File: src/design/rpg_pkg.sv
// ----------------------------------------------------------------------------
// rpg_pkg: shared types and constants of the ring point generator
// Register indexes, mode codes, CORDIC table and the rounding helper.
// ----------------------------------------------------------------------------
package rpg_pkg;

   // default parameter values
   localparam int PHASE_BITS_DEF    = 32;
   localparam int CORDIC_STAGES_DEF = 24;

   // field widths
   localparam int IDX_W   = 16;
   localparam int RAD_W   = 24;
   localparam int FREQ_W  = 16;
   localparam int XY_W    = 26;
   localparam int Z_W     = 25;
   localparam int ANGLE_W = 32;
   localparam int TRIG_W  = 32;
   localparam int CXY_W   = 34;
   localparam int CZ_W    = 33;
   localparam int CSR_A_W = 3;

   localparam logic signed [TRIG_W-1:0] TRIG_ONE = 32'sh4000_0000;
   localparam logic signed [CXY_W-1:0] TRIG_ONE_X = 34'sh0_4000_0000;
   localparam logic signed [CXY_W-1:0] CORDIC_GAIN_INV = 34'sd652032874;

   // arctangent of 2^-i in units of a quarter turn / 2^30
   localparam logic [31:0] ATAN_TURNS [32] = '{
      32'h20000000, 32'h12E4051E, 32'h09FB385B, 32'h051111D4, 32'h028B0D43,
      32'h0145D7E1, 32'h00A2F61E, 32'h00517C55, 32'h0028BE53, 32'h00145F2F,
      32'h000A2F98, 32'h000517CC, 32'h00028BE6, 32'h000145F3, 32'h0000A2FA,
      32'h0000517D, 32'h000028BE, 32'h0000145F, 32'h00000A30, 32'h00000518,
      32'h0000028C, 32'h00000146, 32'h000000A3, 32'h00000051, 32'h00000029,
      32'h00000014, 32'h0000000A, 32'h00000005, 32'h00000003, 32'h00000001,
      32'h00000001, 32'h00000000};

   // modes
   localparam logic [1:0] MODE_CIRCLE = 2'd0;
   localparam logic [1:0] MODE_SINE   = 2'd1;
   localparam logic [1:0] MODE_SPIRAL = 2'd2;

   // quadrants of the angle
   localparam logic [1:0] QUAD_I   = 2'd0;
   localparam logic [1:0] QUAD_II  = 2'd1;
   localparam logic [1:0] QUAD_III = 2'd2;

   // register indexes
   typedef enum logic [CSR_A_W-1:0] {
      REG_MODE       = 3'd0,
      REG_NODE_COUNT = 3'd1,
      REG_MAIN_RAD   = 3'd2,
      REG_WAVE_FREQ  = 3'd3,
      REG_MINOR_RAD  = 3'd4
   } reg_idx_type;

   typedef struct packed {
      logic [1:0]        mode;
      logic [IDX_W-1:0]  node_count;
      logic [RAD_W-1:0]  main_radius;
      logic [FREQ_W-1:0] wave_frequency;
      logic [RAD_W-1:0]  minor_radius;
   } cfg_type;

   typedef struct packed {
      logic signed [TRIG_W-1:0] cos_v;
      logic signed [TRIG_W-1:0] sin_v;
   } trig_type;

   // product of a length and a Q2.30 factor, rounded half up
   function automatic logic signed [63:0] round_q30(input logic signed [63:0] p);
      logic signed [63:0] s;
      s = p + 64'sd536870912;
      return s >>> 30;
   endfunction

endpackage

File: src/design/rpg_div.sv
// ----------------------------------------------------------------------------
// rpg_div: pipelined restoring divider
// Turns a node index into the phase floor(index * 2^PHASE_BITS / node_count).
// ----------------------------------------------------------------------------
module rpg_div #(
   parameter int PHASE_BITS = rpg_pkg::PHASE_BITS_DEF
) (
   input  logic                       clock,
   input  logic                       reset,
   input  logic                       advance,
   input  logic                       in_valid,
   input  logic [rpg_pkg::IDX_W-1:0]  in_index,
   input  logic [rpg_pkg::IDX_W-1:0]  node_count,
   output logic                       out_valid,
   output logic                       out_bad,
   output logic [PHASE_BITS-1:0]      out_phase
);
   import rpg_pkg::*;

   logic                  v_ff   [PHASE_BITS+1];
   logic                  bad_ff [PHASE_BITS+1];
   logic [IDX_W:0]        rem_ff [PHASE_BITS+1];
   logic [PHASE_BITS-1:0] quo_ff [PHASE_BITS+1];
   logic                  bad_in;

   // range check and first stage
   assign bad_in = (node_count == '0) || (in_index >= node_count);

   always_ff @(posedge clock) begin
      if (reset) begin
         v_ff[0] <= 1'b0;
      end else if (advance) begin
         v_ff[0] <= in_valid;
      end
   end

   always_ff @(posedge clock) begin
      if (advance) begin
         bad_ff[0] <= bad_in;
         rem_ff[0] <= bad_in ? '0 : {1'b0, in_index};
         quo_ff[0] <= '0;
      end
   end

   // one quotient bit per stage, msb first
   for (genvar k = 0; k < PHASE_BITS; k++) begin : g_step
      logic [IDX_W+1:0] shifted;
      logic [IDX_W+1:0] diff;
      logic             ge;

      always_comb begin
         shifted = {rem_ff[k], 1'b0};
         diff    = shifted - {2'b00, node_count};
         ge      = shifted >= {2'b00, node_count};
      end

      always_ff @(posedge clock) begin
         if (reset) begin
            v_ff[k+1] <= 1'b0;
         end else if (advance) begin
            v_ff[k+1] <= v_ff[k];
         end
      end

      always_ff @(posedge clock) begin
         if (advance) begin
            bad_ff[k+1] <= bad_ff[k];
            rem_ff[k+1] <= ge ? diff[IDX_W:0] : shifted[IDX_W:0];
            quo_ff[k+1] <= {quo_ff[k][PHASE_BITS-2:0], ge};
         end
      end
   end

   assign out_valid = v_ff[PHASE_BITS];
   assign out_bad   = bad_ff[PHASE_BITS];
   assign out_phase = quo_ff[PHASE_BITS];

endmodule

File: config.mk
export PLATFORM = sky130hd
export DESIGN_NAME = rpg_div
export DESIGN_NICKNAME = d
export VERILOG_FILES = /design/src/design/rpg_pkg.sv /design/src/design/rpg_div.sv
export SDC_FILE = /design/constraint.sdc
export NUM_CORES = 2
export LEC_CHECK = 0
export BUFFER_PORTS_ARGS = -buffer_cell sky130_fd_sc_hd__buf_4
export CAP_MARGIN = 20
export CORE_ASPECT_RATIO = 0.7
export CORE_MARGIN = 2
export CORE_UTILIZATION = 59
export DETAILED_ROUTE_END_ITERATION = 10
export GPL_ROUTABILITY_DRIVEN = 0
export PLACE_DENSITY = 0.75
export SLEW_MARGIN = 20
export SYNTH_ARGS = -nofsm -noshare
export SYNTH_HDL_FRONTEND = slang
export SYNTH_SLANG_ARGS = --single-unit
File: constraint.sdc
create_clock -name clock -period 5.3 [get_ports clock]
set_input_delay 0.795 -clock clock [delete_from_list [all_inputs] [get_ports clock]]
set_output_delay 0.795 -clock clock [all_outputs]
set_load 0.02 [all_outputs]
== After elaboration in Yosys (flattened, before gate mapping) ==
Memory sizes are Yosys's and may differ from the RTL's.
Cells that the tools add are included.

* ROM bits: 0
* Flip-flop bits (word level): 0
* Memory bits (writable): 1,683
* Logic and storage cells: 176
* Memories: 4
* Latch bits: 0

* Muxes and demuxes: 72
* $add $sub $neg: 32
* Divide/modulo/power cells: 0
* $lt $le $gt $ge: 33
* Multipliers: 0
* Reductions and logical operators: 2
* Bitwise logic cells: 33
* Equality and inequality tests: 0
* Shifts and indexed selects: 0

{| class="wikitable"
|+ Memories
! name !! words !! width !! read ports !! clocked after memory_dff !! write ports !! line !! RTL
|-
| quo_ff || 33 || 32 || 33 || 0 || 33 || rpg_div.sv:23 || <nowiki>logic [PHASE_BITS-1:0] quo_ff [PHASE_BITS+1];</nowiki>
|-
| rem_ff || 33 || 17 || 32 || 0 || 33 || rpg_div.sv:22 || <nowiki>logic [IDX_W:0] rem_ff [PHASE_BITS+1];</nowiki>
|-
| bad_ff || 33 || 1 || 33 || 0 || 33 || rpg_div.sv:21 || <nowiki>logic bad_ff [PHASE_BITS+1];</nowiki>
|-
| v_ff || 33 || 1 || 33 || 0 || 33 || rpg_div.sv:20 || <nowiki>logic v_ff [PHASE_BITS+1];</nowiki>
|}

{| class="wikitable"
|+ Operator list
! kind !! number
|-
| $ge 18x16->1 || 32
|-
| $mux 17 || 32
|-
| $sub 17x16->17 || 32
|-
| $mux 1 || 39
|-
| $or 1x1->1 || 33
|-
| $ge 16x16->1 || 1
|-
| $logic_not 16->1 || 1
|-
| $mux 16 || 1
|-
| $logic_or 1x1->1 || 1
|}

== Depth between registers and ports, before layout ==
* Word-level depth: 4
* Depth in mapped cells: 13

== Worst setup path before layout ==
Ideal clock, no wire load.

* Kind: input -> register
* Start: input node_count[0] (netlist bit)
* End: memory rem_ff[0][506] (netlist bit) (data pin)
* Data required time: 5,040 ps
* Path buffers: 3
* Stages on the path: 10
* Slack: 1,366 ps
* Setup time: 260 ps
* Data arrival time: 3,674 ps
* Cells stage by stage: buf_4 -> inv_2 -> clkbuf_1 -> ha_1 -> nand4_1 -> nand3b_1 -> a21oi_1 -> o31ai_2 -> clkbuf_1 -> mux2_2

{| class="wikitable"
|+ RTL lines
! element !! line !! RTL
|-
| from (decl) || rpg_div.sv:13 || <nowiki>input logic [rpg_pkg::IDX_W-1:0] node_count,</nowiki>
|-
| to (decl) || rpg_div.sv:22 ||
|}

==> impl_metrics.csv <==
group,metric,value,unit
status,outcome,"complete, no violations",
floorplanning,dieArea,111000,µm²
floorplanning,rows,101,
grt,groute.layer.met2.usage,0.353,
drt,wl_per_cell,19.3,µm
critical_path,cp_max_fo,20,
yosys,synth.distinct_cells,85,
clock_tree,cts_tree,"yes",
sta,slew_viol_final,0,
yosys,synth-edff-count,1137,
flow_run,drv_cap,0,
critical_path,start_kind,"input pin",
floorplanning,pin_count,70,
clock_tree,htree_levels,3,
grt,grt_pass1_wl,219000,µm
sta,fin_setup_tns,0,ns
yosys,syn_inst,5566,
cells_and_area,drive_gt1_frac,0.0912,
yosys,synth_area_leader_cell,"edfxtp_1",
yosys,syn_area,64100,µm²
clock_tree,clockBufferDepth,3,
cells_and_area,final_nets,6283,
sta,rsz0062_at_grt,"no",
floorplanning,design.core.area,108000,µm²
place,port_buffers,69,
critical_path,critical-path-top-delay-family,"buffers and inverters",
grt,use_met1,0.386,
sta,slew_headroom,0.248,
drt,firstDrtPassIters,6,
drt,drt_iter0_markers,4702,
critical_path,critPathCaptureType,"register",
drt,drt-vias-per-instance,6.12,
grt,grt_use_total,0.246,
critical_path,cp_common_cell,"buf_4",
drt,remaining_drc_errors,0,
sta,fmax,267,MHz
hold_path,hp-start,"in_index[5]",
critical_path,cpPeakStageDelay,0.56,ns
sta,finalSetupViolCount,0,
clock_tree,cts_buffers,109,
sta,hold_ws,0.373,ns
floorplanning,die_width,398,µm
critical_path,worstPathArrival,4.20,ns
yosys,netlist_top_cells_area,"edfxtp_1, ha_1, a21oi_1",
yosys,synth_common_cells,"edfxtp_1, ha_1, a21oi_1",
yosys,synthArstFlopShare,0,
clock_tree,holdBufCountCts,0,
floorplanning,start_util,0.593,
place,placed_area,66800,µm²
place,pre_cts_ws,0.955,ns
clock_tree,cts_resized,0,
sta,tightest_slew,1.13,ns
power_and_ir_drop,power_leakage,27.1,nW
sta,min_period_over_period,0.707,
critical_path,crit_start,"node_count[5]",
critical_path,crit_required,5.76,ns
grt,grt_pass1_vias,40200,
sta,fin_crit,3.75,ns
clock_tree,root_buffer,"clkbuf_16",
yosys,ys_warn_count,0,
drt,antenna_left,0,
critical_path,crit_buf_inv,4,
cells_and_area,final_cell_area,70300,µm²
grt,grt_antenna_before_repair,1,
cells_and_area,area_growth,9.63,%
critical_path,cp_slowest_cell,"inv_2",
grt,grt_max_degree,151,
drt,vias,44200,
hold_path,hold_class,"input pin to register",
grt,top_usage_layer,"met1",
yosys,yosys.area.top_type_share,0.532,
yosys,synth_most_common_cell,"edfxtp_1",
critical_path,r2r_setup_slack,2.00,ns
yosys,avgSynthCellArea,11.5,µm²
sta,hold_viol_final,0,
critical_path,r2r-start,"rem_ff[0][75]",
yosys,synth_nets,6160,
yosys,synthFlopType,"edfxtp_1",
sta,finClkSkew,0.0213,ns
clock_tree,cts.clk_slew.worst_paths,0.06,ns
yosys,synth-seq-cells,1137,
clock_tree,cts_setup_buffers,0,
power_and_ir_drop,powerDensity,606,nW/µm²
floorplanning,die_h,280,µm
place,hpwl,96100,µm
clock_tree,clk_latency,0.72,ns
drt,wl,140000,µm
sta,finalWorstSetupSlack,1.55,ns
power_and_ir_drop,ir_worst_vdd,341,µV
clock_tree,clkSinkCount,1137,
critical_path,path_cells,"buf_4 > inv_2 > buf_4 > ha_1 > o21ai_0 > a21oi_1 > nor2_1 > o21ai_0 > a21oi_2 > buf_4 > mux2_2",
grt,use_met3,0.0457,
critical_path,criticalPathCategory,"input pin to register",
grt,overflow,0,
yosys,ys_seq_area_frac,0.532,
[sequential cells by signal, summed over array words and instances (netlist names)]
register	cells
rem_ff	543
quo_ff	528
bad_ff	33
v_ff	33
[cell usage in the layout (no fill, tap or decap), types with 22 or more instances in the layout]
master	netlist	routed
a211oi_1	22	22
a21boi_0	24	24
a21o_1	200	200
a21oi_1	451	451
a31oi_1	51	51
and2_1	75	75
and3_1	30	30
buf_4	33	144
clkbuf_16	0	110
clkinv_1	0	22
edfxtp_1	1137	1137
fa_1	31	31
ha_1	527	527
inv_1	133	118
mux2_2	120	120
nand2_1	450	450
nand2b_1	68	68
nand3_1	75	75
nand4_1	65	65
nor2_1	426	425
nor2b_1	100	100
nor3_1	102	98
nor4_1	26	26
o21a_1	105	105
o21ai_0	440	440
o21ai_1	25	25
o21bai_1	29	29
o31a_1	28	28
o31ai_1	51	51
or2_2	24	24
or3_1	23	23
xnor2_1	198	198
xor2_1	168	168
[worst paths after layout]
| path | end | depth (start not counted) |
|---|---|---|
| min reg2reg | quo_ff[0][772] | 0 |
| max | rem_ff[0][194] | 11 |
| max reg2reg | rem_ff[0][88] | 9 |
| min | rem_ff[0][5] | 2 |
[through the flow]
step                      power (W)  utilization  instances
after floorplan              0.0297            -       5566
after global placement       0.0339        0.617       7019
after detailed placement     0.0344        0.617       7019
after CTS                    0.0425        0.650       7219
after global routing         0.0455        0.650       7220
final                        0.0426        0.650       7223
[per-layer routing]
| layer | routed length (µm) | share of wire | vias up |
|---|---|---|---|
| met5 | 0 | 0 | - |
| met4 | 2710 | 0.019 | 0 |
| met3 | 10900 | 0.078 | 209 |
| met2 | 58500 | 0.42 | 1558 |
| met1 | 67600 | 0.48 | 21200 |
| li1 | - | - | 21300 |
[cell type report]
cell class                 instances  area [µm²]
clock inverter                    72         724
tap                             1442        1800
clock buffer                     128        2820
sequential                      1137       34100
multi-input combinational       4143       28800
timing repair buffer             164        1470
fill                            8207       37900
antenna                            3        7.51
inverter                         134         503
[report_power, final]
group / internal, W / switching, W / total [W] / leakage, nW
combinational: 0.00846 / 0.0109 / 0.0194 / 14.3
sequential: 0.0138 / 0.00159 / 0.0154 / 11.1
clock: 0.00444 / 0.00340 / 0.00784 / 1.72
total: 0.0267 / 0.0159 / 0.0426 / 27.1
[worst register-to-register path: stages (launching register included)]
cell       delay (ns)
edfxtp_1         0.42
ha_1             0.35
and3_1           0.23
a221oi_1         0.34
inv_1            0.13
a2111oi_0        0.56
o21a_1           0.54
buf_4            0.28
a211oi_1         0.06
a21o_1           0.15
[logic make-up (layout without fill, tap and decap cells)]
| logic type | after synthesis | in the layout | synth area share |
|---|---|---|---|
| compound gates | 1594 | 1594 | 0.154 |
| simple gates | 1496 | 1496 | 0.109 |
| flops | 1137 | 1137 | 0.532 |
| fa+ha+maj | 558 | 558 | 0.112 |
| xor+xnor | 366 | 366 | 0.0500 |
| buf+inv | 286 | 498 | 0.0191 |
| mux | 129 | 129 | 0.0225 |
| other cells | 0 | 3 | 0 |
No activity file was read; power rests on OpenSTA's default activity.
